**config.mk**
```make
export PLATFORM = sky130hd
export DESIGN_NAME = rqve_front
export DESIGN_NICKNAME = d
export VERILOG_FILES = /design/src/hw/rtl/rotated_quad_vertex_expander_macros.svh /design/src/hw/rtl/rqve_pkg.sv /design/src/hw/rtl/rqve_front.sv
export SDC_FILE = /design/constraint.sdc
export NUM_CORES = 1
export LEC_CHECK = 0
export BUFFER_PORTS_ARGS = -buffer_cell sky130_fd_sc_hd__buf_2
export CAP_MARGIN = 10
export CORE_AREA = 2 2 196 198
export DETAILED_ROUTE_END_ITERATION = 8
export DIE_AREA = 0 0 198 200
export GPL_TIMING_DRIVEN = 1
export PLACE_DENSITY_LB_ADDON = 0.1
export REMOVE_ABC_BUFFERS = 1
export SLEW_MARGIN = 20
export SYNTH_ARGS = -nofsm -noshare
export SYNTH_HDL_FRONTEND = slang
export SYNTH_SLANG_ARGS = --single-unit
```
**constraint.sdc**
```tcl
create_clock -name clock -period 2.4 [get_ports clock]
set_input_delay 0.24 -clock clock [delete_from_list [all_inputs] [get_ports clock]]
set_output_delay 0.24 -clock clock [all_outputs]
set_load 0.005 [all_outputs]
```
**src/hw/rtl/rotated_quad_vertex_expander_macros.svh**
```systemverilog
// Assertion macros used by the back end of the rotated quad vertex expander RTL.
`ifndef ROTATED_QUAD_VERTEX_EXPANDER_MACROS_SVH
`define ROTATED_QUAD_VERTEX_EXPANDER_MACROS_SVH
`ifndef ASSERT_OFF
// Implication check, disabled during reset.
`define RQVE_ASSERT_IMPLY(label, clk, rst, pre, post) \
   label: assert property (@(posedge clk) disable iff (rst) (pre) |-> (post)) \
      else $error("implication check failed");
// Next-cycle implication check, disabled during reset.
`define RQVE_ASSERT_NEXT(label, clk, rst, pre, post) \
   label: assert property (@(posedge clk) disable iff (rst) (pre) |=> (post)) \
      else $error("next-cycle check failed");
`else
`define RQVE_ASSERT_IMPLY(label, clk, rst, pre, post)
`define RQVE_ASSERT_NEXT(label, clk, rst, pre, post)
`endif
`endif

```
**src/hw/rtl/rqve_pkg.sv**
```systemverilog
// Types, constants and helper functions of the rotated quad vertex expander.
package rqve_pkg;

   localparam int CoordWidth    = 16;
   localparam int AngleWidth    = 16;
   localparam int ColorWidth    = 32;
   localparam int TexRectWidth  = 64;
   localparam int TexWidth      = 16;
   localparam int IndexWidth    = 11;
   localparam int SumWidth      = CoordWidth + 1;
   localparam int TrigWidth     = 33;
   localparam int ZWidth        = 34;
   localparam int ProdWidth     = SumWidth + TrigWidth;
   localparam int AccWidth      = ProdWidth + 3;
   localparam int FracShift     = 30;
   localparam int RoundShift    = 31;
   localparam int VertsPerQuad  = 6;

   localparam logic signed [TrigWidth-1:0] CordicStart = 33'sd652032874;
   localparam logic signed [TrigWidth-1:0] TrigOne     = 33'sd1073741824;
   localparam logic signed [17:0]          HalfTurn    = 18'sd32768;

   typedef struct packed {
      logic signed [CoordWidth-1:0] left_x;
      logic signed [CoordWidth-1:0] top_y;
      logic signed [CoordWidth-1:0] right_x;
      logic signed [CoordWidth-1:0] bottom_y;
      logic [AngleWidth-1:0]        turn_angle;
      logic [ColorWidth-1:0]        rgba_color;
      logic [TexRectWidth-1:0]      main_tex_rect;
      logic [TexRectWidth-1:0]      detail_tex_rect;
      logic [IndexWidth-1:0]        base_index;
      logic                         overflow;
   } quad_type;

   typedef enum logic [1:0] {
      BACK_IDLE,
      BACK_ROTATE,
      BACK_PRODUCT,
      BACK_EMIT
   } back_state_type;

   function automatic logic signed [ZWidth-1:0] cordic_atan(input logic [3:0] i);
      logic signed [ZWidth-1:0] r;
      unique case (i)
         4'd0:  r = 34'sd536870912;
         4'd1:  r = 34'sd316933406;
         4'd2:  r = 34'sd167458907;
         4'd3:  r = 34'sd85004756;
         4'd4:  r = 34'sd42667331;
         4'd5:  r = 34'sd21354465;
         4'd6:  r = 34'sd10679838;
         4'd7:  r = 34'sd5340245;
         4'd8:  r = 34'sd2670163;
         4'd9:  r = 34'sd1335087;
         4'd10: r = 34'sd667544;
         4'd11: r = 34'sd333772;
         4'd12: r = 34'sd166886;
         4'd13: r = 34'sd83443;
         4'd14: r = 34'sd41722;
         4'd15: r = 34'sd20861;
      endcase
      return r;
   endfunction

   // Corner choice of the six vertices p00, p10, p11, p00, p11, p01.
   function automatic logic corner_x(input logic [2:0] k);
      return (k == 3'd1) || (k == 3'd2) || (k == 3'd4);
   endfunction

   function automatic logic corner_y(input logic [2:0] k);
      return (k == 3'd2) || (k == 3'd4) || (k == 3'd5);
   endfunction

   // Round half up, drop the fraction and saturate to the coordinate range.
   function automatic logic signed [CoordWidth-1:0] finish_coord(
      input logic signed [AccWidth-1:0] acc);
      logic signed [AccWidth-1:0] v;
      logic signed [CoordWidth-1:0] r;
      v = (acc + (AccWidth'(1) <<< FracShift)) >>> RoundShift;
      if (v > AccWidth'(32767))
         r = 16'sh7fff;
      else if (v < -AccWidth'(32768))
         r = 16'sh8000;
      else
         r = v[CoordWidth-1:0];
      return r;
   endfunction

endpackage

```
**src/hw/rtl/rqve_front.sv**
```systemverilog
// Front end: accepts quads, runs the batch capacity check and index base.
module rqve_front #(
   parameter int VertexCapacity = 2048
) (
   input  logic                                   clock,
   input  logic                                   reset,
   input  logic                                   req_valid,
   output logic                                   req_ready,
   input  logic signed [rqve_pkg::CoordWidth-1:0] req_left_x,
   input  logic signed [rqve_pkg::CoordWidth-1:0] req_top_y,
   input  logic signed [rqve_pkg::CoordWidth-1:0] req_right_x,
   input  logic signed [rqve_pkg::CoordWidth-1:0] req_bottom_y,
   input  logic [rqve_pkg::AngleWidth-1:0]        req_turn_angle,
   input  logic [rqve_pkg::ColorWidth-1:0]        req_rgba_color,
   input  logic [rqve_pkg::TexRectWidth-1:0]      req_main_tex_rect,
   input  logic [rqve_pkg::TexRectWidth-1:0]      req_detail_tex_rect,
   input  logic                                   req_last_quad,
   output logic                                   push_valid,
   input  logic                                   push_ready,
   output rqve_pkg::quad_type                     push_data
);
   localparam int CountWidth = $clog2(VertexCapacity + 1);

   logic [CountWidth-1:0] count_ff, count_in;
   logic                  seen_ff, seen_in;
   logic                  accept, fits, ovf;

   assign req_ready  = push_ready;
   assign push_valid = req_valid;
   assign accept     = req_valid && push_ready;
   assign fits = ({1'b0, count_ff} + (CountWidth + 1)'(rqve_pkg::VertsPerQuad))
                 <= (CountWidth + 1)'(VertexCapacity);
   assign ovf  = seen_ff || !fits;

   always_comb begin
      push_data.left_x          = req_left_x;
      push_data.top_y           = req_top_y;
      push_data.right_x         = req_right_x;
      push_data.bottom_y        = req_bottom_y;
      push_data.turn_angle      = req_turn_angle;
      push_data.rgba_color      = req_rgba_color;
      push_data.main_tex_rect   = req_main_tex_rect;
      push_data.detail_tex_rect = req_detail_tex_rect;
      push_data.base_index      = rqve_pkg::IndexWidth'(count_ff);
      push_data.overflow        = ovf;
   end

   always_comb begin
      count_in = count_ff;
      seen_in  = seen_ff;
      if (accept) begin
         if (req_last_quad) begin
            count_in = '0;
            seen_in  = 1'b0;
         end else begin
            seen_in = ovf;
            if (fits)
               count_in = count_ff + CountWidth'(rqve_pkg::VertsPerQuad);
         end
      end
   end

   always_ff @(posedge clock) begin
      if (reset) begin
         count_ff <= '0;
         seen_ff  <= 1'b0;
      end else begin
         count_ff <= count_in;
         seen_ff  <= seen_in;
      end
   end
endmodule

```
# Yosys cells after proc, flatten, opt, wreduce, memory -nomap -nowiden

Cells that the tools add are included.
W data, S select, Z words.

Bits in registers: 13
Logic and storage cells: 13
Bits of input ports: 245
Output and inout bits: 254

Add/subtract/negate cells: 2
Reductions and logical operators: 5
$lt $le $gt $ge: 1
Muxes and demuxes: 3

Operators by type and width:

| operator                | number |
|---|---|
| $mux W12                | 2 |
| $add A12 B3 Y13 const B | 1 |
| $le A13 B12 Y1 const B  | 1 |
| $add A12 B3 Y12 const B | 1 |
| $reduce_and A2 Y1       | 1 |
| $reduce_bool A2 Y1      | 1 |
| $logic_and A1 B1 Y1     | 1 |
| $logic_not A1 Y1        | 1 |
| $logic_or A1 B1 Y1      | 1 |
| $mux W1                 | 1 |

# Longest topological paths before layout

Gate-level depths: netlist of run 1.

Word-level depth: 5
Gate-level depth with buffers: 9
Gate-level depth less buffers: 8

# Worst setup path after synthesis of run 1

OpenSTA, ideal clock, no wires.

Path type: reg-to-output
From: register count_ff[1]
To: output push_data[0] (netlist name)
Buffers on the path: 1
Data required time: 2.160 ns
Cell stages (with the launch flop): 9
Arrival: 1.829 ns
Setup slack: 0.331 ns
Cell sequence: dfxtp_1 inv_1 ha_1 and2b_4 xnor2_1 a31o_2 a31oi_2 or3_1 buf_4

Cells in the longest elaborated chain, start to end: 4

Ends and longest elaborated chain:

| what                   | line             | text |
|---|---|---|
| start, declared        | rqve_front.sv:24 | `logic [CountWidth-1:0] count_ff, count_in;` |
| start signal, assigned | rqve_front.sv:68 | `count_ff <= count_in;` |
| $add A12 B3 Y13        | rqve_front.sv:31 | `assign fits = ({1'b0, count_ff} + (CountWidth + 1)'(rqve_pkg::VertsPerQuad))` |
| $le A13 B12 Y1         | rqve_front.sv:32 | `<= (CountWidth + 1)'(VertexCapacity);` |
| $logic_not A1 Y1       | rqve_front.sv:33 | `assign ovf = seen_ff \|\| !fits;` |
| $logic_or A1 B1 Y1     | rqve_front.sv:33 |  |
| end, declared          | rqve_front.sv:20 | `output rqve_pkg::quad_type push_data` |

Every way passes these cells.

==> results of run 1 <==
per-stage QoR:
step / utilization / cells / hold WS [ns]
finish: 0.04741 / 643 / 0.1915
global route: 0.04734 / 642 / 0.2039
CTS: 0.04657 / 642 / 0.1928
detailed placement: 0.04319 / 636 / 0.4513
global placement: 0.04319 / 636 / 0.4515
floorplan: - / 95 / 0.3094
area by class of cell:
| type | count | area share |
|---|---|---|
| Tap cell | 511 | 0.3606 |
| Multi-Input combinational cell | 74 | 0.3211 |
| Sequential cell | 12 | 0.1362 |
| Timing Repair Buffer | 32 | 0.1115 |
| Clock buffer | 4 | 0.05011 |
| Inverter | 9 | 0.01905 |
| Antenna cell | 1 | 0.001411 |
worst max-delay path by stage:
| stage | end | cells past startpoint |
|---|---|---|
| floorplan | count_ff[7] | 8 |
| global placement | push_data[0] | 8 |
| detailed placement | push_data[0] | 8 |
| CTS | push_data[0] | 8 |
| global route | push_data[0] | 8 |
| finish | push_data[0] | 8 |
layout by cell type, fill, tap and decap left out, drive strengths merged, types with 2 or more instances in the layout:
| cell type | n |
|---|---|
| o21ai | 4 |
| a31oi | 5 |
| a31o | 2 |
| o2bb2ai | 2 |
| nor3 | 3 |
| xnor2 | 2 |
| nand2 | 7 |
| nand3 | 4 |
| o221ai | 4 |
| clkbuf | 4 |
| nand4 | 7 |
| nor2 | 8 |
| and3 | 2 |
| o2111ai | 2 |
| dfxtp | 12 |
| buf | 32 |
| o22ai | 2 |
| o21a | 2 |
| inv | 9 |
where the power goes:
part	switching (uW)	internal [uW]	leakage (uW)	total (uW)
Sequential	2.19	201	0.0000973	204
Clock	119	254	0.0000442	373
Combinational	33.8	23.9	0.000330	57.7
Total	155	479	0.000471	634
timing repair:
| action | in CTS | in global routing |
|---|---|---|
| endpoints found under the setup margin | 1 | 1 |
| buffers inserted | 2 | 0 |
| hold endpoints to repair | 0 | 0 |
| resized for setup | 5 | 5 |
| pin swaps | 0 | 1 |
| gates cloned | 0 | 0 |
kinds of logic (layout without fill, tap and decap cells):
logic type | after synthesis | in the layout
buffers and inverters | 267 | 45
adder cells (fa/ha/maj) | 1 | 1
multiplexers | 1 | 1
AND/OR/NAND/NOR | 39 | 39
flip-flops | 12 | 12
AO/OA/AOI/OAI | 29 | 29
other | 1 | 2
XOR/XNOR | 3 | 3
sequential cells by signal, summed over array words and instances, names as in the netlist:
name,flops
count_ff,11
seen_ff,1
metal layers:
metal / track usage / part of all wire / vias up
met2: 0.6617 / 0.63 / 490
met4: 0.1442 / 0.072 / 2
met1: 0.03261 / 0.045 / 674
li1: - / - / 446
met3: 0.3468 / 0.26 / 76
met5: 0 / 0.00022 / -
critical path, stage by stage, from the launching register on:
cell and delay [ns]:
dfxtp_1 0.32, inv_1 0.08, ha_4 0.19, and3b_1 0.24, nand4_1 0.16, xor2_2 0.27
a31oi_4 0.08, or3_4 0.36, buf_2 0.14
==> flow_summary.json, run 1 <==
{
  "multi_input_area_um2": 569.3,
  "rsz0062_at_grt": "no",
  "ir_drop_v": 0.0001301,
  "portBuffers": 17,
  "synthAdderAreaFrac": 0.004589,
  "hold_path.class": "input port to flip-flop",
  "synth_xor_area_frac": 0.009637,
  "muxShareOfSynthArea": 0.003671,
  "p_per_area_nw_per_um2": 357.8,
  "ys_ff_latch": 12,
  "via_per_inst": 2.625,
  "cts_sinks": 12,
  "async_flop_share": 0,
  "initial_core_util": 0.07290,
  "path_class": "flip-flop to primary output",
  "fin_nets": 378,
  "synth_compound_area_frac": 0.08903,
  "min-delay-start": "reset",
  "drv_slew": 0,
  "final_area_um2": 1773,
  "end_kind": "primary output",
  "yosysUniqueCellTypes": 43,
  "drt_first_pass_iters": 4,
  "r2r_end": "count_ff[7]",
  "status": "finished, final reports clean",
  "drtIter0Drc": 175,
  "cts_buffers": 3,
  "grt_max_degree": 10,
  "final_layout_size_suffix_gt1_frac": 0.3969,
  "synth_commonest_cells": "buf_4 (254), dfxtp_1 (12), inv_1 (9)",
  "total_power_uw": 634.3,
  "grt_pass1_vias": 1451,
  "synthSimpleGateAreaFrac": 0.08215,
  "place_hpwl_um": 56600,
  "clock_skew_ns": 0.007543,
  "finalSetupViolCount": 0,
  "setup_slack_ns": 0.05952,
  "postSynthCellCount": 353,
  "r2r_slack_ns": 0.24,
  "worst_setup_path_start_kind": "flip-flop",
  "synth_edf_count": 0,
  "wl_per_cell_um": 90.79,
  "synth_top_area_frac": 0.6994,
  "cts-root-buf": "clkbuf_16",
  "regArea_um2": 241.5,
  "ys_top_cells_by_area": "buf_4 (70%), dfxtp_1 (8.8%), nand4_1 (1.6%)",
  "max_freq_mhz": 427.3,
  "gp_congestion": 0.9616,
  "yosysSeqAreaShare": 0.08811,
  "finalCriticalPeriod_ns": 2.340,
  "min_period_over_period": 0.9752,
  "syn2layout_area_growth_pct": -34.97,
  "post_synth.cell_area_avg_um2": 7.723,
  "synth_top_cell_by_area": "buf_4",
  "grtUsageTotal": 0.2863,
  "fillers": 4425,
  "h-tree-depth": 1,
  "clk_pin_slew_ns": 0.06,
  "overflow": 0,
  "clk-insertion-delay-late_ns": 0.25,
  "netlist_area_um2": 2726,
  "hold_depth": 2,
  "max-clock-path-buffers": 2,
  "die_y_um": 200,
  "coreArea_um2": 37400,
  "synthFlopType": "dfxtp_1",
  "p_leak_uw": 0.0004712,
  "antenna_found_initial": 3,
  "setup.worst_path.start": "count_ff[2]",
  "synth_most_common_cell": "buf_4",
  "final-hold-violation-count": 0,
  "reg2reg_from": "count_ff[2]",
  "routed_wl_um": 58380,
  "r2r_cells": 8,
  "synth_warnings": 0,
  "min_to": "count_ff[3]",
  "postCtsHoldBufs": 0,
  "synth_top_family_by_area": "buffers and inverters",
  "cp_data_arrival_time_ns": 2.10,
  "die_w_um": 198,
  "ios": 499,
  "grt_pass1_wl_um": 61310,
  "dpl_cell_area_um2": 1615,
  "dieArea_um2": 39600,
  "tns_ns": 0,
  "crit_path_max_fanout": 6,
  "pre_cts_ws_ns": 0.1706,
  "drv_cap": 0,
  "drc": 0,
  "final_antenna_net_count": 0,
  "num_vias": 1688,
  "rows": 71,
  "cp.required_ns": 2.16,
  "cts_tree": "done"
}
(Power assumes the default switching activity.)
==> run 2, diff against run 1 <==
- REMOVE_ABC_BUFFERS: 1 -> default
==> flow_summary.json, run 2 (synthesis results as in run 1) <==
{
  "finalSetupViolCount": 0,
  "crit_path_end": "push_data[0]",
  "setup_slack_ns": 0.1476,
  "fillers": 4441,
  "setup.worst_path.start": "count_ff[2]",
  "grt_pass1_vias": 1305,
  "dieArea_um2": 39600,
  "gp_congestion": 0.5964,
  "hold_path.class": "input port to flip-flop",
  "routed_wl_um": 7194,
  "clock_skew_ns": 0.002131,
  "drt_first_pass_iters": 4,
  "end_kind": "primary output",
  "portBuffers": 17,
  "max_freq_mhz": 444.0,
  "cp_data_arrival_time_ns": 2.01,
  "pre_cts_ws_ns": 0.1793,
  "cp.required_ns": 2.16,
  "multi_input_area_um2": 556.8,
  "p_per_area_nw_per_um2": 323.4,
  "final_cell_mix": "buf_4 (19), buf_2 (17), dfxtp_1 (10)",
  "cp_cell_sequence": "inv_1, ha_2, and2b_4, xnor2_1, a31o_2, a31oi_4, or3_1, buf_2",
  "ios": 499,
  "final_antenna_net_count": 0,
  "fin_nets": 383,
  "ir_drop_v": 0.0001590,
  "num_vias": 1143,
  "max-clock-path-buffers": 2,
  "whs_ns": 0.1883,
  "met3_usage": 0.01848,
  "status": "finished, final reports clean",
  "via_per_inst": 1.769,
  "place_hpwl_um": 6040,
  "antenna_found_initial": 0,
  "syn2layout_area_growth_pct": -34.14,
  "final-hold-violation-count": 0,
  "cp_num_buf_inv": 2,
  "h-tree-depth": 1,
  "reg2reg_from": "count_ff[2]",
  "largest_register": "count_ff",
  "r2r_slack_ns": 0.20,
  "p_leak_uw": 0.0004904,
  "regArea_um2": 242.7,
  "tns_ns": 0,
  "worst_setup_path_start_kind": "flip-flop",
  "grt.met2_usage": 0.05869,
  "wl_per_cell_um": 11.14,
  "grt_max_degree": 10,
  "rows": 71,
  "coreArea_um2": 37400,
  "cts_tree": "done",
  "drv_slew": 0,
  "grt_pass1_wl_um": 9501,
  "cts-root-buf": "clkbuf_16",
  "die_w_um": 198,
  "final_util": 0.04801,
  "synth_nets": 599,
  "largest_reg_flops": 11,
  "total_power_uw": 580.6,
  "final_common_cell": "buf_4",
  "met1_usage": 0.02611,
  "rsz0062_at_grt": "no",
  "grtUsageTotal": 0.03467,
  "max_stage_delay_ns": 0.34,
  "slowest_stage": "or3_1",
  "finalCriticalPeriod_ns": 2.252,
  "drtIter0Drc": 60,
  "postCtsHoldBufs": 0,
  "path_class": "flip-flop to primary output",
  "clk-insertion-delay-late_ns": 0.24,
  "cp.depth": 8,
  "cts_buffers": 3,
  "initial_core_util": 0.07290,
  "top_regs": "count_ff (11), seen_ff (1)",
  "min_period_over_period": 0.9385,
  "diodes": 0,
  "cts_sinks": 12,
  "drv_cap": 0,
  "crit_path_max_fanout": 4,
  "r2r_end": "count_ff[7]",
  "busiest_layer": "met2",
  "r2r_cells": 10,
  "overflow": 0,
  "drc": 0,
  "die_y_um": 200,
  "cp_top_family": "simple AND/OR/NAND/NOR gates",
  "clk_pin_slew_ns": 0.05,
  "final_layout_size_suffix_gt1_frac": 0.4296
}
## run 2: cell count changes in the layout (fill, tap and decap cells not counted), sizes merged
cell,delta
buf,+5
diode,-1
clkbuf,-1
## run 2: through the flow
step / area [um2] / instances
3_3_place_gp: 1643 / 638
2_1_floorplan: 2726 / 353
6_report: 1795 / 646
5_1_grt: 1795 / 646
4_1_cts: 1758 / 644
3_5_place_dp: 1643 / 638
## run 2: cell type report
| cell class | instances | area share |
|---|---|---|
| clock buffer | 3 | 0.04181 |
| inverter | 9 | 0.01882 |
| multi-input combinational | 74 | 0.3101 |
| sequential | 12 | 0.1352 |
| tap | 511 | 0.3561 |
| timing repair buffer | 37 | 0.1380 |
## run 2: worst min path at each step
stage | start | to | slack [ns] | cells after the start
2_1_floorplan | reset | count_ff[3] | 0.31 | 1
3_3_place_gp | seen_ff | seen_ff | 0.45 | 1
3_5_place_dp | seen_ff | seen_ff | 0.45 | 1
4_1_cts | reset | count_ff[3] | 0.19 | 2
5_1_grt | reset | count_ff[3] | 0.20 | 2
6_report | reset | count_ff[3] | 0.19 | 2
## run 2: what timing repair did
| item | CTS | global route |
|---|---|---|
| setup buffers | 3 | 2 |
| setup endpoints to repair | 1 | 7 |
| pin swaps | 2 | 4 |
| resized for setup | 4 | 8 |
## run 2: routing by layer
metal | part of all wire | up-vias
met5 | 0 | -
li1 | - | 453
met1 | 0.29 | 512
met3 | 0.14 | 66
met2 | 0.49 | 112
met4 | 0.087 | 0
## run 2: power breakdown
part	leakage, uW	internal, uW	switching (uW)
clock	0.0000370	219	102
sequential	0.0000979	202	2.01
combinational	0.000356	26.3	29.5
total	0.000490	447	134
