## src/hw/rtl/rotated_quad_vertex_expander_macros.svh

```systemverilog
// Assertion macros used by the back end of the rotated quad vertex expander RTL.
`ifndef ROTATED_QUAD_VERTEX_EXPANDER_MACROS_SVH
`define ROTATED_QUAD_VERTEX_EXPANDER_MACROS_SVH
`ifndef ASSERT_OFF
// Implication check, disabled during reset.
`define RQVE_ASSERT_IMPLY(label, clk, rst, pre, post) \
   label: assert property (@(posedge clk) disable iff (rst) (pre) |-> (post)) \
      else $error("implication check failed");
// Next-cycle implication check, disabled during reset.
`define RQVE_ASSERT_NEXT(label, clk, rst, pre, post) \
   label: assert property (@(posedge clk) disable iff (rst) (pre) |=> (post)) \
      else $error("next-cycle check failed");
`else
`define RQVE_ASSERT_IMPLY(label, clk, rst, pre, post)
`define RQVE_ASSERT_NEXT(label, clk, rst, pre, post)
`endif
`endif

```

## src/hw/rtl/rqve_pkg.sv

```systemverilog
// Types, constants and helper functions of the rotated quad vertex expander.
package rqve_pkg;

   localparam int CoordWidth    = 16;
   localparam int AngleWidth    = 16;
   localparam int ColorWidth    = 32;
   localparam int TexRectWidth  = 64;
   localparam int TexWidth      = 16;
   localparam int IndexWidth    = 11;
   localparam int SumWidth      = CoordWidth + 1;
   localparam int TrigWidth     = 33;
   localparam int ZWidth        = 34;
   localparam int ProdWidth     = SumWidth + TrigWidth;
   localparam int AccWidth      = ProdWidth + 3;
   localparam int FracShift     = 30;
   localparam int RoundShift    = 31;
   localparam int VertsPerQuad  = 6;

   localparam logic signed [TrigWidth-1:0] CordicStart = 33'sd652032874;
   localparam logic signed [TrigWidth-1:0] TrigOne     = 33'sd1073741824;
   localparam logic signed [17:0]          HalfTurn    = 18'sd32768;

   typedef struct packed {
      logic signed [CoordWidth-1:0] left_x;
      logic signed [CoordWidth-1:0] top_y;
      logic signed [CoordWidth-1:0] right_x;
      logic signed [CoordWidth-1:0] bottom_y;
      logic [AngleWidth-1:0]        turn_angle;
      logic [ColorWidth-1:0]        rgba_color;
      logic [TexRectWidth-1:0]      main_tex_rect;
      logic [TexRectWidth-1:0]      detail_tex_rect;
      logic [IndexWidth-1:0]        base_index;
      logic                         overflow;
   } quad_type;

   typedef enum logic [1:0] {
      BACK_IDLE,
      BACK_ROTATE,
      BACK_PRODUCT,
      BACK_EMIT
   } back_state_type;

   function automatic logic signed [ZWidth-1:0] cordic_atan(input logic [3:0] i);
      logic signed [ZWidth-1:0] r;
      unique case (i)
         4'd0:  r = 34'sd536870912;
         4'd1:  r = 34'sd316933406;
         4'd2:  r = 34'sd167458907;
         4'd3:  r = 34'sd85004756;
         4'd4:  r = 34'sd42667331;
         4'd5:  r = 34'sd21354465;
         4'd6:  r = 34'sd10679838;
         4'd7:  r = 34'sd5340245;
         4'd8:  r = 34'sd2670163;
         4'd9:  r = 34'sd1335087;
         4'd10: r = 34'sd667544;
         4'd11: r = 34'sd333772;
         4'd12: r = 34'sd166886;
         4'd13: r = 34'sd83443;
         4'd14: r = 34'sd41722;
         4'd15: r = 34'sd20861;
      endcase
      return r;
   endfunction

   // Corner choice of the six vertices p00, p10, p11, p00, p11, p01.
   function automatic logic corner_x(input logic [2:0] k);
      return (k == 3'd1) || (k == 3'd2) || (k == 3'd4);
   endfunction

   function automatic logic corner_y(input logic [2:0] k);
      return (k == 3'd2) || (k == 3'd4) || (k == 3'd5);
   endfunction

   // Round half up, drop the fraction and saturate to the coordinate range.
   function automatic logic signed [CoordWidth-1:0] finish_coord(
      input logic signed [AccWidth-1:0] acc);
      logic signed [AccWidth-1:0] v;
      logic signed [CoordWidth-1:0] r;
      v = (acc + (AccWidth'(1) <<< FracShift)) >>> RoundShift;
      if (v > AccWidth'(32767))
         r = 16'sh7fff;
      else if (v < -AccWidth'(32768))
         r = 16'sh8000;
      else
         r = v[CoordWidth-1:0];
      return r;
   endfunction

endpackage

```

## src/hw/rtl/rqve_queue.sv

```systemverilog
// Two-entry queue between the front and back ends.
module rqve_queue (
   input  logic               clock,
   input  logic               reset,
   input  logic               push_valid,
   output logic               push_ready,
   input  rqve_pkg::quad_type push_data,
   output logic               pop_valid,
   input  logic               pop_ready,
   output rqve_pkg::quad_type pop_data
);
   rqve_pkg::quad_type slot_ff [2];
   logic       wr_ptr_ff, rd_ptr_ff;
   logic [1:0] used_ff;
   logic       do_push, do_pop;

   assign push_ready = (used_ff != 2'd2);
   assign pop_valid  = (used_ff != 2'd0);
   assign pop_data   = slot_ff[rd_ptr_ff];
   assign do_push    = push_valid && push_ready;
   assign do_pop     = pop_valid && pop_ready;

   always_ff @(posedge clock) begin
      if (do_push)
         slot_ff[wr_ptr_ff] <= push_data;
   end

   always_ff @(posedge clock) begin
      if (reset) begin
         wr_ptr_ff <= 1'b0;
         rd_ptr_ff <= 1'b0;
         used_ff   <= 2'd0;
      end else begin
         if (do_push)
            wr_ptr_ff <= !wr_ptr_ff;
         if (do_pop)
            rd_ptr_ff <= !rd_ptr_ff;
         if (do_push && !do_pop)
            used_ff <= used_ff + 2'd1;
         else if (do_pop && !do_push)
            used_ff <= used_ff - 2'd1;
      end
   end
endmodule

```

## config.mk

```make
export PLATFORM = sky130hd
export DESIGN_NAME = rqve_queue
export DESIGN_NICKNAME = d
export VERILOG_FILES = /design/src/hw/rtl/rotated_quad_vertex_expander_macros.svh /design/src/hw/rtl/rqve_pkg.sv /design/src/hw/rtl/rqve_queue.sv
export SDC_FILE = /design/constraint.sdc
export NUM_CORES = 1
export LEC_CHECK = 0
export BUFFER_PORTS_ARGS = -buffer_cell sky130_fd_sc_hd__buf_4
export CAP_MARGIN = 40
export CORE_ASPECT_RATIO = 1.4
export CORE_UTILIZATION = 46
export CTS_CLUSTER_DIAMETER = 60
export DETAILED_ROUTE_END_ITERATION = 6
export PLACE_DENSITY = 0.74
export SYNTH_ARGS = -nofsm -noshare
export SYNTH_HDL_FRONTEND = slang
export SYNTH_SLANG_ARGS = --single-unit
```

## constraint.sdc

```tcl
create_clock -name clock -period 12.6 [get_ports clock]
set_input_delay 2.52 -clock clock [delete_from_list [all_inputs] [get_ports clock]]
set_output_delay 2.52 -clock clock [all_outputs]
set_load 0.005 [all_outputs]
```

Word-level counts from Yosys, hierarchy flattened
Memory sizes are Yosys's and may differ from the RTL's. A register that Yosys moved wholly into a read port is not among the register bits. Index checks and enable logic that the tools add are counted.

Register bits: 4. Memory bits (writable): 504. Input bits: 256. Output and inout bits: 254. Memories: 1.

Add/subtract/negate cells: 2. Equal/unequal tests: 1. Multiplexer cells: 6. Reduce and logical (&&, ||, !) cells: 10.

Memories: slot_ff (depth 2, width 252, rd ports 1, clocked after Yosys merged registers in 1, wr ports 1, RTL line rqve_queue.sv:12) `rqve_pkg::quad_type slot_ff [2];`.

Operators with widths (count): $logic_and A1 B1 Y1 (4); $logic_not A1 Y1 (4); $mux W1 (4); $mux W2 (2); $reduce_bool A2 Y1 (2); $add A2 B1 Y2 const B (1); $ne A2 B2 Y1 const B (1); $sub A2 B1 Y2 const B (1).

Longest topological paths before layout
Gate-level depths: netlist (run 1).

Depth in word-level cells: 6. Mapped depth: 6. Depth with buffers taken out: 6.

Worst setup path before layout (run 1)
No wires, ideal clock.

Path kind: input to register. Start point: input port push_valid. End point: memory slot_ff[1][0] (netlist name) (enable). Arrival time: 8.311 ns. Setup slack: 3.643 ns. Cell stages on the path: 1. Buffers on the path: 0. Cell sequence: and3_1.

Longest elaborated chain between the ends: 3.

RTL lines: from (decl) (RTL line rqve_queue.sv:5) `input logic push_valid,`; $logic_and A1 B1 Y1 (RTL line rqve_queue.sv:20) `assign do_push = push_valid && push_ready;`; $mux W1 (RTL line rqve_queue.sv:24) `if (do_push)`; $mux W1 (implied by the code) (RTL line rqve_queue.sv:25) `slot_ff[wr_ptr_ff] <= push_data;`; to (decl) (RTL line rqve_queue.sv:12).

No other way between the ends.

==> results of run 1 <==
logic make-up after synthesis:
family                   count (synthesis)  synth area share (%)
XOR/XNOR                                 3                 0.142
adder cells (fa/ha/maj)                  1                0.0677
AND/OR/NAND/NOR                          9                 0.271
AO/OA/AOI/OAI                            5                 0.163
multiplexers                           252                  15.4
buffers and inverters                   29                  1.49
flip-flops                             509                  82.5
sequential cells by signal, summed over array words and instances, names as in the netlist, named ones only:
name and count:
slot_ff 504, used_ff 2, rd_ptr_ff 1, wr_ptr_ff 1
worst paths after layout:
check	end	slack, ns	cells after the start
worst max-delay path	pop_data[152]	6.60	5
worst min-delay path	rd_ptr_ff	0.50	2
worst max register to register	slot_ff[1][134]	9.30	5
worst min register to register	rd_ptr_ff	0.50	2
metrics by stage:
step           hold WS (ns)  area (um2)  worst slack [ns]  power (W)
3_3_place_gp          0.489       22800              7.01    0.00333
3_5_place_dp          0.500       22900              7.10    0.00337
4_1_cts               0.516       24300              6.50    0.00469
6_report              0.504       24300              6.60    0.00464
5_1_grt               0.550       24300              6.35    0.00482
2_1_floorplan         0.471       18500              3.64    0.00283
worst max-delay path: stages, from the launching register on:
cell and delay (ns):
dfxtp_4 0.77, buf_4 0.49, buf_12 0.29, buf_4 0.73
mux2_2 0.44, buf_4 0.14
placed cells by master, fill, tap and decap left out, drive strengths merged:
cell / Yosys / final
buf: 28 / 522
edfxtp: 504 / 504
mux2: 252 / 252
clkbuf: 0 / 63
clkinv: 0 / 17
dfxtp: 5 / 5
xor2: 3 / 3
nor2: 3 / 3
diode: 0 / 2
o21ai: 2 / 2
a21oi: 2 / 2
bufinv: 0 / 2
inv: 1 / 2
nand2b: 1 / 1
and2: 1 / 1
or2: 1 / 1
and3: 1 / 1
nand3b: 1 / 1
a21bo: 1 / 1
or3: 1 / 1
ha: 1 / 1
per-layer routing:
layer	GRT usage (%)	vias to the layer above	wire length [um]
met2	34.2	412	21900
met3	5.93	115	3400
met1	19.9	4740	13800
li1	-	4309	-
met4	10.3	6	1900
met5	0	-	37
cell type report:
class	count	area, um2
antenna	2	5.00
tap	528	661
timing repair buffer	522	4000
multi-input combinational	270	2960
fill	2803	15200
clock buffer	63	1280
inverter	1	11.3
sequential	509	15200
clock inverter	20	146
power by group:
part / internal, W / switching, W / total [W]
registers: 0.00212 / 0.0000767 / 0.00219
clock network: 0.000751 / 0.000571 / 0.00132
logic: 0.000640 / 0.000491 / 0.00113
==> results.cfg, run 1 <==
[clock_network]
cts_root_buf = clkbuf_16
cts_buffers = 46
tritoncts = done
clock_sinks = 509
path_clk_slew_ns = 0.06
ctsHtreeMaxLevel = 2
cts_resized = 0
post-cts-setup-buffer-count = 0
insertion_delay_ns = 0.55
ctsLongestPathBuffers = 3
holdBufCountCts = 0

[global_routing]
grt_pass1_vias = 10095
grt_pass1_wl_mm = 57.5
grt_max_degree = 105
antenna_found_initial = 5
grt_usage_pct = 19.2
gr-total-overflow = 0

[hold_path]
hold_class = register to register
worstHoldStart = rd_ptr_ff

[synthesis]
synth_cell_types = 18
ys_ff_latch = 509
seq_area_frac_synth_pct = 82.5
synth_top_area_share_pct = 82.0
synth_fp_nets = 1065
postSynthAreaPerCell_um2 = 22.9
async_reset_ff_share_pct = 0
synth_ff_type = edfxtp_1
synth.top_cells.by_area = edfxtp_1 82%, mux2_2 15%, buf_6 1.3%, dfxtp_1 0.54%, buf_2 0.19%
syn-cell-area_um2 = 18500
yosysMostFrequentCell = edfxtp_1
yosys-top-cells-count = 504 x edfxtp_1, 252 x mux2_2, 21 x buf_6
yosysTopAreaCell = edfxtp_1
ys_warn_count = 0
syn_inst = 808
synth_edf_count = 504

[die]
rows = 86
die_area_um2 = 41000
initial_utilization_pct = 46.8
core_area_um2 = 39500
die_w_um = 171
die_h_um = 239
pin_count = 510

[worst_setup_path]
cp.required_ns = 10.08
setup.worst_path.start_class = register
endpoint_kind = primary output
criticalPathCategory = register to primary output
cp_max_fo = 71
crit_arrival_ns = 3.48
timing.rr.start = used_ff[0]

[timing]
finalHoldViolations = 0
setup_viol = 0
relSlewSlack_pct = 41.1
rsz0062_at_grt = no
worst_pin_slew_ns = 0.884
clock_skew_ns = 0.0102
period_needed_ns = 6.00
fmax_ghz = 0.167
fin_crit_sh_pct = 47.6
drv_slew = 0
fin_tns_setup_ns = 0

[place]
place_congestion = 0.842
portBuffers = 509
dp_hpwl_mm = 28.5
place_inst = 1830

[final_layout]
post-route-util_pct = 61.5
drive_above_1_share_pct = 60.6
area_growth_pct = 31.6
stdcell_count = 1915
nNetsFinal = 1607

[job]
drv_cap = 0

[drt]
drtAntennaViolNets = 0
routed_wl_mm = 41.1
drt_pass1_iterations = 5
viasPerCell = 5.00
initialDrtViolationCount = 599
avgRoutedWirePerCell_um = 21.4
drc = 0
vias = 9582

[power_and_ir_drop]
vdd_drop_max_v = 0.000152
p_per_area_nw_per_um2 = 191
p_leak_nw = 8.96

[run_status]
status = finished clean
Note: power is estimated with default switching activity, not from simulation.
==> run 2: changes to the inputs <==
- ABC_AREA: default -> 1
- PLACE_DENSITY: 0.74 -> 0.76
- clock period: 12.6 -> 5.3 ns (I/O delays scaled with it)
==> results.cfg, run 2 <==
[run_status]
status = finished clean

[clock_network]
cts_resized = 0
ctsHtreeMaxLevel = 2
ctsLongestPathBuffers = 3
clock_sinks = 509
tritoncts = done
holdBufCountCts = 0
path_clk_slew_ns = 0.06
insertion_delay_ns = 0.55
post-cts-setup-buffer-count = 0
cts_buffers = 47
cts_root_buf = clkbuf_16

[place]
pre_cts_ws_ns = 2.36
portBuffers = 509
place_inst = 1850
place_congestion = 0.824
dp_hpwl_mm = 27.6

[worst_setup_path]
cp.required_ns = 4.24
endpoint = pop_data[190]
timing.rr.start = used_ff[0]
endpoint_kind = primary output
timing.rr.end = slot_ff[0][119]
criticalPathCategory = register to primary output
cp_max_fo = 51
rr_worst_depth = 6
rrSetupSlack_ns = 3.20
crit_arrival_ns = 2.44
setup.worst_path.start_class = register

[timing]
clock_skew_ns = 0.0114
drv_slew = 0
finalHoldViolations = 0
rsz0062_at_grt = no
fmax_ghz = 0.286
worst_pin_slew_ns = 0.506
fin_ws_ns = 1.80
setup_viol = 0
fin_crit_sh_pct = 66.0
relSlewSlack_pct = 66.2
period_needed_ns = 3.50
fin_tns_setup_ns = 0

[global_routing]
antenna_found_initial = 3
grt_pass1_vias = 10176
grt_usage_pct = 18.6
gr-total-overflow = 0
grt_pass1_wl_mm = 56.4
grt_max_degree = 78

[drt]
drc = 0
initialDrtViolationCount = 417
drt_pass1_iterations = 5
routed_wl_mm = 39.7
viasPerCell = 4.97
avgRoutedWirePerCell_um = 20.5
vias = 9617
drtAntennaViolNets = 0

[hold_path]
worstHoldStart = rd_ptr_ff
hold_class = register to register
min_path_cells = 2

[final_layout]
nNetsFinal = 1628
fillers = 2761
area_growth_pct = 32.6
stdcell_count = 1935
layout_commonest_cell = buf_4
largestRegisters = slot_ff: 504 flops, used_ff: 2 flops
largest_reg_flops = 504
top_register = slot_ff
drive_above_1_share_pct = 60.3
most-common-layout-cells = 519 x buf_4, 504 x edfxtp_1, 252 x mux2_2

[synthesis]
async_reset_ff_share_pct = 0
synth_fp_nets = 1078
yosysTopAreaCell = edfxtp_1
synth_cell_types = 13
syn_inst = 821
synth_top_area_share_pct = 81.9
yosys-top-cells-count = 504 x edfxtp_1, 252 x mux2_2, 21 x buf_6
seq_area_frac_synth_pct = 82.4
synth_ff_type = edfxtp_1
postSynthAreaPerCell_um2 = 22.5
syn-cell-area_um2 = 18500
ys_ff_latch = 509
synth_edf_count = 504
ys_warn_count = 0
yosysMostFrequentCell = edfxtp_1
synth.top_cells.by_area = edfxtp_1 82%, mux2_2 15%, buf_6 1.3%, dfxtp_1 0.54%, buf_2 0.19%

[power_and_ir_drop]
p_leak_nw = 9.07
vdd_drop_max_v = 0.000324
p_per_area_nw_per_um2 = 452

[die]
pin_count = 510
die_h_um = 239
die_area_um2 = 41000
core_area_um2 = 39500
initial_utilization_pct = 46.8
die_w_um = 171
rows = 86

[job]
drv_cap = 0
## run 2: worst max-delay path, stage by stage, from the launching register on
cell and delay (ns):
dfxtp_4 0.64, buf_16 0.30, buf_12 0.32, mux2_2 0.42, buf_4 0.15
## run 2: stage by stage
stage	cell area (um2)	util, %	hold slack [ns]	total power (W)
final	24500	62.0	0.503	0.0111
after global routing	24500	62.0	0.542	0.0115
after CTS	24500	62.0	0.504	0.0112
after detailed placement	23000	58.3	0.490	0.00793
after global placement	22900	58.1	0.476	0.00784
after floorplan	18500	-	0.465	0.00660
## run 2: layout make-up
type / instances / area, um2 / share of cell area [%]
Clock buffer: 63 / 1280 / 5.22
Clock inverter: 20 / 200 / 0.817
Tap cell: 528 / 661 / 2.70
Sequential cell: 509 / 15200 / 62.2
Multi-Input combinational cell: 276 / 2970 / 12.1
Antenna cell: 2 / 5.00 / 0.0204
Inverter: 8 / 30.0 / 0.123
Timing Repair Buffer: 529 / 4120 / 16.8
## run 2: cells by family after synthesis
group                    Yosys count  synth area share, %
flip-flops                       509                 82.4
multiplexers                     252                 15.4
buffers and inverters             36                 1.63
AND/OR/NAND/NOR                   19                0.413
AO/OA/AOI/OAI                      4                0.108
adder cells (fa/ha/maj)            1               0.0677
## run 2: metal layers
| layer | share of wire, % | wire [um] | track usage, % | up-vias |
|---|---|---|---|---|
| li1 | - | - | - | 4365 |
| met1 | 33 | 13000 | 18.3 | 4760 |
| met2 | 55 | 21700 | 35.1 | 412 |
| met3 | 8.8 | 3500 | 5.68 | 80 |
| met4 | 3.6 | 1430 | 8.31 | 0 |
| met5 | 0 | 0 | 0 | - |
## run 2: worst min-delay path by stage
stage / endpoint / slack [ns]
after floorplan: register / 0.46
after global placement: register / 0.48
after detailed placement: register / 0.49
after CTS: register / 0.50
after global routing: register / 0.54
final: register / 0.50
## run 2: report_power, final
part,switching [W],total [W],internal [W]
Sequential,0.000146,0.00523,0.00508
Combinational,0.00117,0.00259,0.00142
Clock,0.00136,0.00325,0.00188
Total,0.00268,0.0111,0.00838
==> run 3: changes to the inputs <==
- ABC_AREA: 1 -> 0
- PLACE_DENSITY: 0.76 -> 0.74
- clock period: 5.3 -> 3.57 ns (I/O delays scaled with it)
==> results.cfg, run 3 (synthesized netlist as in run 1, its figures left out) <==
[worst_setup_path]
cp_num_buf_inv = 2
path_cells = buf_12 -> mux2_2 -> buf_4
crit_arrival_ns = 2.28
max_stage_delay_ns = 0.65
rrSetupSlack_ns = 1.42
cp_max_fo = 89
endpoint_kind = primary output
rr_worst_depth = 5
criticalPathCategory = register to primary output
timing.rr.start = used_ff[0]
critPathTopFamily = flip-flops
slowest_stage = dfxtp_4
cp.required_ns = 2.86
setup.worst_path.start_class = register
timing.rr.end = slot_ff[0][205]

[drt]
routed_wl_mm = 39.7
drtAntennaViolNets = 0
initialDrtViolationCount = 464
drc = 0
vias = 9510
avgRoutedWirePerCell_um = 20.7
viasPerCell = 4.96
drt_pass1_iterations = 4

[job]
drv_cap = 0

[die]
core_area_um2 = 39500
pin_count = 510
die_area_um2 = 41000
die_h_um = 239
initial_utilization_pct = 46.8
die_w_um = 171
rows = 86

[global_routing]
gr-total-overflow = 0
grt_max_degree = 106
antenna_found_initial = 3
use_met1_pct = 19.0
busiest_layer = met2
grt_usage_pct = 18.6
grtUsageMet3_pct = 5.91
grt.met2_usage_pct = 34.2
grt_pass1_vias = 9927
grt_pass1_wl_mm = 56.1

[hold_path]
holdPathEnd = slot_ff[1][232]
min_path_cells = 1
hold_class = input port to register
worstHoldStart = push_data[232]

[clock_network]
post-cts-setup-buffer-count = 0
cts_buffers = 45
ctsHtreeMaxLevel = 2
insertion_delay_ns = 0.54
clock_sinks = 509
ctsLongestPathBuffers = 3
cts_root_buf = clkbuf_16
cts_resized = 0
holdBufCountCts = 0
path_clk_slew_ns = 0.06
tritoncts = done

[final_layout]
largestRegisters = slot_ff: 504 flops, used_ff: 2 flops
fin_area_um2 = 24300
layout_commonest_cell = buf_4
most-common-layout-cells = 526 x buf_4, 504 x edfxtp_1, 252 x mux2_2
top_register = slot_ff
fillers = 2835
nNetsFinal = 1615
largest_reg_flops = 504
seqCellArea_um2 = 15200
stdcell_count = 1917
multi_input_area_um2 = 2960
drive_above_1_share_pct = 61.2
area_growth_pct = 31.8

[power_and_ir_drop]
p_per_area_nw_per_um2 = 676
vdd_drop_max_v = 0.000540
p_leak_nw = 8.99
power_w = 0.0164

[place]
dp_hpwl_mm = 27.8
place_area_um2 = 22900
portBuffers = 509
place_congestion = 0.775
place_inst = 1839

[timing]
finalHoldViolations = 0
fin_crit_sh_pct = 84.0
drv_slew = 0
setup_viol = 0
period_needed_ns = 3.00
worst_pin_slew_ns = 0.641
fmax_ghz = 0.334
clock_skew_ns = 0.00765
rsz0062_at_grt = no
relSlewSlack_pct = 57.3

[run_status]
status = finished clean
run 3: worst max path at each step:
stage | from | to | depth (start not counted)
after floorplan | push_valid | slot_ff[0][0] | 2
after global placement | register | pop_data[233] | 3
after detailed placement | register | pop_data[233] | 3
after CTS | register | pop_data[191] | 3
after global routing | register | pop_data[228] | 3
final | register | pop_data[240] | 3
run 3: final cells by class:
type | instances | share of cell area (%)
clock buffer | 52 | 4.73
tap | 528 | 2.71
clock inverter | 22 | 1.07
timing repair buffer | 531 | 16.6
sequential | 509 | 62.6
multi-input combinational | 270 | 12.2
antenna | 4 | 0.0411
inverter | 1 | 0.0308
run 3: worst register-to-register path: stages, from the launching register on:
cell and delay, ns:
dfxtp_1 0.42, nand2b_1 0.22, nand3b_1 0.16, clkinvlp_4 0.35, buf_4 0.32, buf_4 0.36
run 3: power by group:
group | switching, W | internal (W) | leakage, nW
Combinational | 0.00179 | 0.00227 | 3.55
Clock | 0.00197 | 0.00273 | 0.696
Sequential | 0.000218 | 0.00746 | 4.75
Total | 0.00398 | 0.0125 | 8.99
run 3: metrics by stage:
| stage | utilization [%] | hold WS [ns] | setup WS [ns] | TNS, ns |
|---|---|---|---|---|
| 4_1_cts | 61.6 | 0.327 | 0.515 | 0 |
| 5_1_grt | 61.6 | 0.329 | 0.460 | 0 |
| 3_3_place_gp | 58.0 | 0.484 | 1.12 | 0 |
| 3_5_place_dp | 58.0 | 0.489 | 1.10 | 0 |
| 2_1_floorplan | - | 0.471 | -1.44 | -362.11 |
| 6_report | 61.6 | 0.359 | 0.572 | 0 |
run 3: routing by layer:
layer,share of wire [%],up-vias
met4,3.4,0
li1,-,4326
met5,0,-
met1,34,4714
met2,54,388
met3,8.3,82
